`config.mk`:
```
export PLATFORM = sky130hd
export DESIGN_NAME = ps2_mouse_packet_decoder_flat
export DESIGN_NICKNAME = d
export VERILOG_FILES = /design/src/hdl/p2md_pkg.sv /design/src/hdl/p2md_if.sv /design/src/hdl/ps2_mouse_packet_decoder.sv /design/src/flat_wrapper.sv
export SDC_FILE = /design/constraint.sdc
export NUM_CORES = 1
export LEC_CHECK = 0
export ABC_AREA = 1
export BUFFER_PORTS_ARGS = -buffer_cell sky130_fd_sc_hd__buf_2
export CORE_MARGIN = 1.5
export CORE_UTILIZATION = 60
export CTS_CLUSTER_DIAMETER = 150
export DETAILED_ROUTE_END_ITERATION = 6
export GPL_TIMING_DRIVEN = 1
export PLACE_DENSITY = 0.82
export SYNTH_ARGS = -nofsm -noshare
export SYNTH_HDL_FRONTEND = slang
export SYNTH_SLANG_ARGS = --single-unit
```
`constraint.sdc`:
```
create_clock -name clock -period 6.6 [get_ports clock]
set_clock_uncertainty 0.05 [all_clocks]
set_input_delay 0.66 -clock clock [delete_from_list [all_inputs] [get_ports clock]]
set_output_delay 0.66 -clock clock [all_outputs]
set_load 0.005 [all_outputs]
```
`src/hdl/p2md_pkg.sv`:
```
// ----------------------------------------------------------------------------
// p2md_pkg
// Shared types and constants for the PS/2 mouse packet decoder.
// ----------------------------------------------------------------------------
package p2md_pkg;

   // field widths
   localparam int unsigned ByteW   = 8;
   localparam int unsigned BtnW    = 3;
   localparam int unsigned MoveXW  = 9;
   localparam int unsigned MoveYW  = 10;
   localparam int unsigned PosW    = 12;
   localparam int unsigned CsrIdxW = 1;
   localparam int unsigned CsrDatW = 12;

   // protocol constants
   localparam logic [ByteW-1:0] AckByte   = 8'hFA;
   localparam logic [ByteW-1:0] SyncMask  = 8'hC8;
   localparam logic [ByteW-1:0] SyncMatch = 8'h08;

   // status byte bit positions
   localparam int unsigned XSignBit = 4;
   localparam int unsigned YSignBit = 5;

   // register reset values
   localparam logic [PosW-1:0] WidthReset  = 12'd640;
   localparam logic [PosW-1:0] HeightReset = 12'd480;

   // register indexes
   typedef enum logic [CsrIdxW-1:0] {
      REG_SCREEN_WIDTH  = 1'b0,
      REG_SCREEN_HEIGHT = 1'b1
   } csr_index_type;

   // packet phase
   typedef enum logic [1:0] {
      PH_WAIT_ACK    = 2'd0,
      PH_WAIT_STATUS = 2'd1,
      PH_WAIT_X      = 2'd2,
      PH_WAIT_Y      = 2'd3
   } phase_type;

   // add a movement to a position and clamp to [0, bound]
   function automatic logic [PosW-1:0] clamp_pos(input logic [PosW-1:0] pos,
                                                 input logic signed [MoveYW-1:0] delta,
                                                 input logic [PosW-1:0] bound);
      logic signed [PosW+1:0] sum;
      logic signed [PosW+1:0] lim;
      logic [PosW-1:0]        res;
      sum = $signed({2'b00, pos}) + (PosW+2)'(delta);
      lim = $signed({2'b00, bound});
      if (sum < 0) begin
         res = '0;
      end else if (sum >= lim) begin
         res = bound;
      end else begin
         res = sum[PosW-1:0];
      end
      return res;
   endfunction

endpackage

```
`src/hdl/p2md_if.sv`:
```
// ----------------------------------------------------------------------------
// p2md channel interfaces
// Valid/ready channels for received bytes and decoded results.
// ----------------------------------------------------------------------------
interface p2md_req_if
   import p2md_pkg::*;
();
   logic             valid;
   logic             ready;
   logic [ByteW-1:0] rx_byte;

   modport source (output valid, output rx_byte, input ready);
   modport sink   (input valid, input rx_byte, output ready);
endinterface

interface p2md_rsp_if
   import p2md_pkg::*;
();
   logic                     valid;
   logic                     ready;
   logic                     packet_done;
   logic [BtnW-1:0]          buttons;
   logic signed [MoveXW-1:0] move_x;
   logic signed [MoveYW-1:0] move_y;
   logic [PosW-1:0]          cursor_x;
   logic [PosW-1:0]          cursor_y;

   modport source (output valid, output packet_done, output buttons, output move_x,
                   output move_y, output cursor_x, output cursor_y, input ready);
   modport sink   (input valid, input packet_done, input buttons, input move_x,
                   input move_y, input cursor_x, input cursor_y, output ready);
endinterface

```
`src/hdl/ps2_mouse_packet_decoder.sv`:
```
// ----------------------------------------------------------------------------
// ps2_mouse_packet_decoder
// Decodes three-byte PS/2 mouse packets and tracks a clamped cursor position.
// ----------------------------------------------------------------------------
// The result is registered and is valid in the cycle after the byte transfer.
// Throughput: one byte per cycle; the result register is refilled in the
// cycle it is taken, so the rate is set only by the result side stalling.
// Reset: synchronous; waits for the acknowledge byte, cursor at 0,0,
// screen bounds back to 640 x 480.
module ps2_mouse_packet_decoder
   import p2md_pkg::*;
(
   input  logic                clock,
   input  logic                reset,
   p2md_req_if.sink            req_if,
   p2md_rsp_if.source          rsp_if,
   input  logic                csr_write_en,
   input  logic [CsrIdxW-1:0]  csr_index,
   input  logic [CsrDatW-1:0]  csr_write_data
);

   phase_type          phase_ff, phase_in;
   logic [ByteW-1:0]   status_ff, status_in;
   logic [ByteW-1:0]   xbyte_ff, xbyte_in;
   logic [PosW-1:0]    pos_x_ff, pos_x_in;
   logic [PosW-1:0]    pos_y_ff, pos_y_in;
   logic [PosW-1:0]    width_ff, height_ff;

   logic                     out_valid_ff;
   logic                     done_ff, done_in;
   logic [BtnW-1:0]          btn_ff, btn_in;
   logic signed [MoveXW-1:0] mx_ff, mx_in;
   logic signed [MoveYW-1:0] my_ff, my_in;

   logic                     accept;
   logic signed [MoveXW-1:0] dx;
   logic signed [MoveXW-1:0] dy_raw;
   logic signed [MoveYW-1:0] dy;

   // room when the result register is empty or being drained
   assign req_if.ready = !out_valid_ff || rsp_if.ready;
   assign accept       = req_if.valid && req_if.ready;

   // sign-extended movements, y negated
   assign dx     = $signed({status_ff[XSignBit], xbyte_ff});
   assign dy_raw = $signed({status_ff[YSignBit], req_if.rx_byte});
   assign dy     = -(MoveYW'(dy_raw));

   // packet framing and cursor update
   always_comb begin
      phase_in  = phase_ff;
      status_in = status_ff;
      xbyte_in  = xbyte_ff;
      pos_x_in  = pos_x_ff;
      pos_y_in  = pos_y_ff;
      done_in   = 1'b0;
      btn_in    = '0;
      mx_in     = '0;
      my_in     = '0;
      unique case (phase_ff)
         PH_WAIT_ACK: begin
            if (req_if.rx_byte == AckByte) begin
               phase_in = PH_WAIT_STATUS;
            end
         end
         PH_WAIT_STATUS: begin
            if ((req_if.rx_byte & SyncMask) == SyncMatch) begin
               status_in = req_if.rx_byte;
               phase_in  = PH_WAIT_X;
            end
         end
         PH_WAIT_X: begin
            xbyte_in = req_if.rx_byte;
            phase_in = PH_WAIT_Y;
         end
         PH_WAIT_Y: begin
            done_in  = 1'b1;
            btn_in   = status_ff[BtnW-1:0];
            mx_in    = dx;
            my_in    = dy;
            pos_x_in = clamp_pos(pos_x_ff, MoveYW'(dx), width_ff);
            pos_y_in = clamp_pos(pos_y_ff, dy, height_ff);
            phase_in = PH_WAIT_STATUS;
         end
         default: begin
            phase_in = PH_WAIT_ACK;
         end
      endcase
   end

   // decoder state, updated on each byte transfer
   always_ff @(posedge clock) begin
      if (reset) begin
         phase_ff  <= PH_WAIT_ACK;
         status_ff <= '0;
         xbyte_ff  <= '0;
         pos_x_ff  <= '0;
         pos_y_ff  <= '0;
      end else if (accept) begin
         phase_ff  <= phase_in;
         status_ff <= status_in;
         xbyte_ff  <= xbyte_in;
         pos_x_ff  <= pos_x_in;
         pos_y_ff  <= pos_y_in;
      end
   end

   // screen bound registers
   always_ff @(posedge clock) begin
      if (reset) begin
         width_ff  <= WidthReset;
         height_ff <= HeightReset;
      end else if (csr_write_en) begin
         unique case (csr_index_type'(csr_index))
            REG_SCREEN_WIDTH:  width_ff  <= csr_write_data[PosW-1:0];
            REG_SCREEN_HEIGHT: height_ff <= csr_write_data[PosW-1:0];
            default: ;
         endcase
      end
   end

   // result register valid
   always_ff @(posedge clock) begin
      if (reset) begin
         out_valid_ff <= 1'b0;
      end else if (accept) begin
         out_valid_ff <= 1'b1;
      end else if (rsp_if.ready) begin
         out_valid_ff <= 1'b0;
      end
   end

   // result payload
   always_ff @(posedge clock) begin
      if (accept) begin
         done_ff <= done_in;
         btn_ff  <= btn_in;
         mx_ff   <= mx_in;
         my_ff   <= my_in;
      end
   end

   assign rsp_if.valid       = out_valid_ff;
   assign rsp_if.packet_done = done_ff;
   assign rsp_if.buttons     = btn_ff;
   assign rsp_if.move_x      = mx_ff;
   assign rsp_if.move_y      = my_ff;
   // position registers change only on transfer, which also reloads the result
   assign rsp_if.cursor_x    = pos_x_ff;
   assign rsp_if.cursor_y    = pos_y_ff;

endmodule
```
`src/flat_wrapper.sv`:
```
// flat-port wrapper written by rule: the top's interface ports become plain ports
module ps2_mouse_packet_decoder_flat import p2md_pkg::*;
  (clock, reset, csr_write_en, csr_index, csr_write_data, req_if_valid, req_if_rx_byte, req_if_ready, rsp_if_valid, rsp_if_packet_done, rsp_if_buttons, rsp_if_move_x, rsp_if_move_y, rsp_if_cursor_x, rsp_if_cursor_y, rsp_if_ready);
  p2md_req_if req_if_i ();
  p2md_rsp_if rsp_if_i ();
  input  logic clock;
  input  logic reset;
  input  logic csr_write_en;
  input  logic [CsrIdxW-1:0] csr_index;
  input  logic [CsrDatW-1:0] csr_write_data;
  input wire logic [$bits(req_if_i.valid)-1:0] req_if_valid;
  input wire logic [$bits(req_if_i.rx_byte)-1:0] req_if_rx_byte;
  output wire logic [$bits(req_if_i.ready)-1:0] req_if_ready;
  output wire logic [$bits(rsp_if_i.valid)-1:0] rsp_if_valid;
  output wire logic [$bits(rsp_if_i.packet_done)-1:0] rsp_if_packet_done;
  output wire logic [$bits(rsp_if_i.buttons)-1:0] rsp_if_buttons;
  output wire logic [$bits(rsp_if_i.move_x)-1:0] rsp_if_move_x;
  output wire logic [$bits(rsp_if_i.move_y)-1:0] rsp_if_move_y;
  output wire logic [$bits(rsp_if_i.cursor_x)-1:0] rsp_if_cursor_x;
  output wire logic [$bits(rsp_if_i.cursor_y)-1:0] rsp_if_cursor_y;
  input wire logic [$bits(rsp_if_i.ready)-1:0] rsp_if_ready;
  assign req_if_i.valid = req_if_valid;
  assign req_if_i.rx_byte = req_if_rx_byte;
  assign req_if_ready = req_if_i.ready;
  assign rsp_if_valid = rsp_if_i.valid;
  assign rsp_if_packet_done = rsp_if_i.packet_done;
  assign rsp_if_buttons = rsp_if_i.buttons;
  assign rsp_if_move_x = rsp_if_i.move_x;
  assign rsp_if_move_y = rsp_if_i.move_y;
  assign rsp_if_cursor_x = rsp_if_i.cursor_x;
  assign rsp_if_cursor_y = rsp_if_i.cursor_y;
  assign rsp_if_i.ready = rsp_if_ready;
  ps2_mouse_packet_decoder u_core (.clock(clock), .reset(reset), .req_if(req_if_i), .rsp_if(rsp_if_i), .csr_write_en(csr_write_en), .csr_index(csr_index), .csr_write_data(csr_write_data));
endmodule
```
# Yosys cells after proc, flatten, opt, wreduce, memory -nomap -nowiden
# Cells that the tools add are included.
[totals] register_bits=88 input_bits=26 output_inout_bits=49 wordCells=48
[op_classes] addsub=3 n_lt_le_gt_ge=4 n_eq_ne=7 n_mux=10 bitwise=1 reduce_logical=11
[ops] op="2-to-1 mux 12 bit" count=4
[ops] op="greater-or-equal comparator 14 x 13 -> 1 bit" count=2
[ops] op="less-than comparator 14 x 1 -> 1 bit, second input constant" count=2
[ops] op="adder 13 x 10 -> 14 bit" count=1
[ops] op="adder 13 x 9 -> 14 bit" count=1
[ops] op="negation 9 -> 10 bit" count=1
[ops] op="equality test 8 bit, second input constant" count=1
[ops] op="one-hot mux 2 bit (4 select lines)" count=1
[ops] op="AND reduction 2 bit" count=4
[ops] op="AND reduction 3 bit" count=2
[ops] op="equality test 2 bit, second input constant" count=2
[ops] op="2-to-1 mux 2 bit" count=2
[ops] op="inequality test 2 x 1 -> 1 bit, second input constant" count=2
[ops] op="equality test 3 x 1 -> 1 bit, second input constant" count=1
[ops] op="2-to-1 mux 1 bit" count=3
[ops] op="equality test 2 x 1 -> 1 bit, second input constant" count=1
[ops] op="zero test 2 bit" count=1
[ops] op="nonzero test 2 bit" count=1
[ops] op="logical AND 1 bit" count=1
[ops] op="zero test 1 bit" count=1
[ops] op="logical OR 1 bit" count=1
[ops] op="inverter 1 bit" count=1

# Longest topological paths before layout
[depth] ltp_word=5 depth_mapped=30 mapped_depth_nobuf=29

# Least setup slack after synthesis
# No wires, ideal clock.
[synth_timing] kind="input -> register" startpoint="input port req_if_rx_byte[0]" endpoint="register u_core.pos_y_ff[10] (netlist: u_core.rsp_if.cursor_y[10])" setup_ps=143 arrival_ps=3955 t_required_ps=6407 path_slack_ps=2451 path_stages=28 n_path_buf=1 cell_sequence="inv_1 ha_1 nand2_1 nor2_1 inv_1 nor3_1 nand2_1 nor2_1 xor2_1 ha_1 nand2_1 inv_1 nand2_1 nand2_1 a21oi_1 nand2_1 xor2_1 inv_1 ha_1 a21oi_1 o21ai_0 a21boi_0 nand2_1 o21ai_4 buf_2 nand3_1 nand3_2 a21oi_2"
[synth_between] elab_chain_cells=5 word_cells_on_any_way=6 cone_classes="add/sub (2); order compare (2); mux (2)"
[synth_rtl] element="start: declaration" line="flat_wrapper.sv:12" source="input wire logic [$bits(req_if_i.rx_byte)-1:0] req_if_rx_byte;"
[synth_rtl] element="negation 9 -> 10 bit *" line="ps2_mouse_packet_decoder.sv:47" source="assign dy = -(MoveYW'(dy_raw));"
[synth_rtl] element="net u_core.dy[8]" line="ps2_mouse_packet_decoder.sv:38" source="logic signed [MoveYW-1:0] dy;"
[synth_rtl] element="adder 13 x 10 -> 14 bit *" line="p2md_pkg.sv:50" source="sum = $signed({2'b00, pos}) + (PosW+2)'(delta);"
[synth_rtl] element="greater-or-equal comparator 14 x 13 -> 1 bit" line="p2md_pkg.sv:54" source="end else if (sum >= lim) begin"
[synth_rtl] element="2-to-1 mux 12 bit" line="p2md_pkg.sv:54"
[synth_rtl] element="2-to-1 mux 12 bit *" line="p2md_pkg.sv:52" source="if (sum < 0) begin"
[synth_rtl] element="end signal: assignment" line="ps2_mouse_packet_decoder.sv:104" source="pos_y_ff <= pos_y_in;"
[synth_rtl] element="end: declaration" line="ps2_mouse_packet_decoder.sv:26" source="logic [PosW-1:0] pos_y_ff, pos_y_in;"
# The timed path passes the listed nets; every way through them passes the cells marked *.
# A chain may end at the register's enable or synchronous reset.

# Worst setup path after layout
[layout_timing] startpoint="input port req_if_rx_byte[0]" endpoint="register u_core.pos_y_ff[0] (netlist: u_core.rsp_if.cursor_y[0])"
# Same word-level chain as after synthesis.

==> qor.txt <==
status - completed
total grt overflow - 0
CP bufs+invs - 5
post_cts resized - 0
Mapped Nets - 878
RSZ-0062 raised after global routing - false
Yosys reg bits - 87
clk_lat worst skew - 0.36 ns
final core occ - 69.68%
CP startpoint kind - input port
EDFF count, synth - 23
Post-DP HPWL - 10,600 um
FFs w/ async S/R, synth - 0%
post-CTS setup repair buffer count - 0
CTS root buffer - clkbuf_8
crit path capture type - register
flop-to-flop setup slack - 2.77 ns
CTS Sinks - 87
share of cells above drive strength 1 - 19.19%
CP Data Required Time - 6.84 ns
DRT Pass-1 Iters - 5
Period minus WS final - 4.825 ns
largest net degree at the start of global routing - 36
Sequential cell area - 0.001972 mm2
Leak - 3.313 nW
number of DRC markers in iteration 0 - 299
worst-margin pin slew - 0.8940 ns
Crit path largest cell delay - 0.36 ns
DP Area - 0.006329 mm2
WS Path Type - in2reg
final hold vios - 0
CP endpoint - u_core.rsp_if.cursor_y[0]$_SDFFE_PP0P_
vias per cell - 5.403
most common flop cell mapped by yosys - dfxtp_1
number of remaining DRC errors - 0
reg2reg end - u_core.rsp_if.cursor_y[0]$_SDFFE_PP0P_
Final Cell Area - 0.006530 mm2
deepest clock path buffer count - 2
number of max-cap violations - 0
Die ar. - 0.01043 mm2
antenna violations before repair - 0
post-synthesis cell count - 792
CTS tree - built
yosys warns - 0
vias in the first global route - 4,870
Hold Buf Count CTS - 0
Max Clock Freq - 207.2 MHz
final setup fails - 0
Max Fanout on Critical Path - 13
CP most frequent cell - nand2_1
core area - 0.009371 mm2
max_slew headroom - 40.40%
IO Port Bufs - 74
Initial Util - 62.88%
Die H - 102.1 um
CP max stage cell - xor2_1
max-slew violations - 0
Hold Path Class - reg2reg
fill cell count - 778
DR vias - 5,344
worst vdd ir - 0.0001427 V
CTS buffer count - 9
first-pass GRT wire length - 22,630 um
r2r startpoint - u_core.rsp_if.cursor_y[0]$_SDFFE_PP0P_
Tot GR Track Use - 27.55%
Power Density - 166.6 mW/mm2
final WL - 13,810 um
Die X-Extent - 102.1 um
Critical Path AT - 5.06 ns
Critical Path Stages - 29
Antenna diodes - 0
Nets - 941
Cell variety after synth - 36
I/O pin count - 75
hold depth - 2
dominant cells by area after synthesis - dfxtp_1, ha_1, edfxtp_1
mapped cell area - 0.005893 mm2
sequential area share after synthesis - 33.46%
drt wl/cell - 13.97 um
reg2reg path depth - 18
syn_area_per_cell - 7.441 um2
Site Rows - 35
Final Cycle Share - 73.11%
htree depth - 3
GP Congestion - 0.8769
clk slew on worst S/H paths - 0.09 ns
ANT nets after route - 0
top cell type's share of synthesized area - 21.74%
Worst Setup SP - req_if_rx_byte[0]
footprint of the multi-input gates - 0.003288 mm2
post-synth top area cell - dfxtp_1
post-route setup TNS - 0 ns
CP delay by family, top - simple AND/OR/NAND/NOR gates
Area Overhead vs Synth - 10.81%
flip-flops by register name (all words and copies together) (netlist names):
signal and count:
u_core.height_ff 12, u_core.phase_ff 2, u_core.rsp_if.buttons 3, u_core.rsp_if.cursor_x 12, u_core.rsp_if.cursor_y 12, u_core.rsp_if.move_x 9
u_core.rsp_if.move_y 10, u_core.rsp_if.packet_done 1, u_core.rsp_if.valid 1, u_core.status_ff 5, u_core.width_ff 12, u_core.xbyte_ff 8
synth_stat cells, types with 2 or more instances:
library cell and count:
a21oi_1 64, a21oi_2 23, buf_2 5, buf_4 2, clkbuf_1 16, dfxtp_1 64, edfxtp_1 23, fa_1 2
ha_1 58, inv_1 133, inv_2 6, nand2_1 165, nand2_2 20, nand2_4 2, nand3_1 68, nand3_2 13
nand4_1 3, nor2_1 34, nor2_2 4, nor3_1 6, o211ai_1 8, o21ai_0 33, o21ai_4 2, o21bai_1 5
xnor2_1 7, xor2_1 16
how the worst min path moves through the flow:
stage / startpoint / end / slack [ns]
after floorplan: u_core.width_ff[0]$_SDFFE_PP0P_ / u_core.width_ff[0]$_SDFFE_PP0P_ / 0.40
after global placement: u_core.width_ff[0]$_SDFFE_PP0P_ / u_core.width_ff[0]$_SDFFE_PP0P_ / 0.42
final: u_core.xbyte_ff[3]$_SDFFE_PP0P_ / u_core.xbyte_ff[3]$_SDFFE_PP0P_ / 0.45
after CTS: u_core.xbyte_ff[2]$_SDFFE_PP0P_ / u_core.xbyte_ff[2]$_SDFFE_PP0P_ / 0.45
after global routing: csr_write_data[7] / u_core.width_ff[7]$_SDFFE_PP1P_ / 0.48
after detailed placement: u_core.width_ff[0]$_SDFFE_PP0P_ / u_core.width_ff[0]$_SDFFE_PP0P_ / 0.43
power breakdown:
group / switching, W / leakage, nW / internal, W
logic: 0.0000866 / 2.46 / 0.0000449
registers: 0.00000484 / 0.754 / 0.000564
clock network: 0.000209 / 0.0968 / 0.000179
total: 0.000301 / 3.31 / 0.000787
tightest hold or removal path, cell delays in order, from the launching register on:
cell,delay (ns)
dfxtp_1,0.34
nand2_1,0.07
a21oi_1,0.05
layout make-up:
class / instances / area share [%]
sequential: 87 / 30.20
tap: 129 / 2.472
clock buffer: 9 / 1.897
clock inverter: 7 / 1.188
multi-input combinational: 542 / 50.35
inverter: 139 / 7.990
timing repair buffer: 76 / 5.902
metrics by stage:
step                total power [W]  std cells  hold slack [ns]  worst slack (ns)
floorplan                 0.0006676        792           0.3984             2.451
global placement          0.0007042        973           0.4218             1.765
detailed placement        0.0007092        973           0.4340             1.531
CTS                        0.001090        989           0.4525             1.858
global route               0.001130        989           0.4762             1.328
finish                     0.001088        989           0.4494             1.775
logic make-up (layout without fill, tap and decap cells):
| family | Yosys count | in the layout | share of synthesized area, % |
|---|---|---|---|
| xor gates and xnor gates | 23 | 23 | 3.418 |
| AOI/OAI and AO/OA | 141 | 141 | 14.65 |
| adders and majority gates | 60 | 60 | 12.99 |
| buffers and inverters | 163 | 231 | 10.74 |
| and+or+nand+nor | 318 | 318 | 24.73 |
| DFF | 87 | 87 | 33.46 |
cell usage in the layout, fill, tap and decap left out, drive strengths merged, types with 3 or more instances in the layout:
master  Yosys  routed
clkbuf     16       9
xnor2       7       7
nand3      81      81
ha         58      58
dfxtp      64      64
o21bai      5       5
o211ai      8       8
nor2       38      38
nand4       3       3
o21ai      36      36
inv       139     142
buf         8      76
nor3        6       6
edfxtp     23      23
a21oi      87      87
nand2     187     187
xor2       16      16
metal layers:
metal / up-vias / track usage, % / wire [um]
met3: 21 / 3.557 / 794
met4: 0 / 8.114 / 223
li1: 2679 / - / -
met2: 161 / 45.49 / 6450
met1: 2483 / 37.85 / 6346
met5: - / 0 / 0
(Power assumes the default switching activity.)
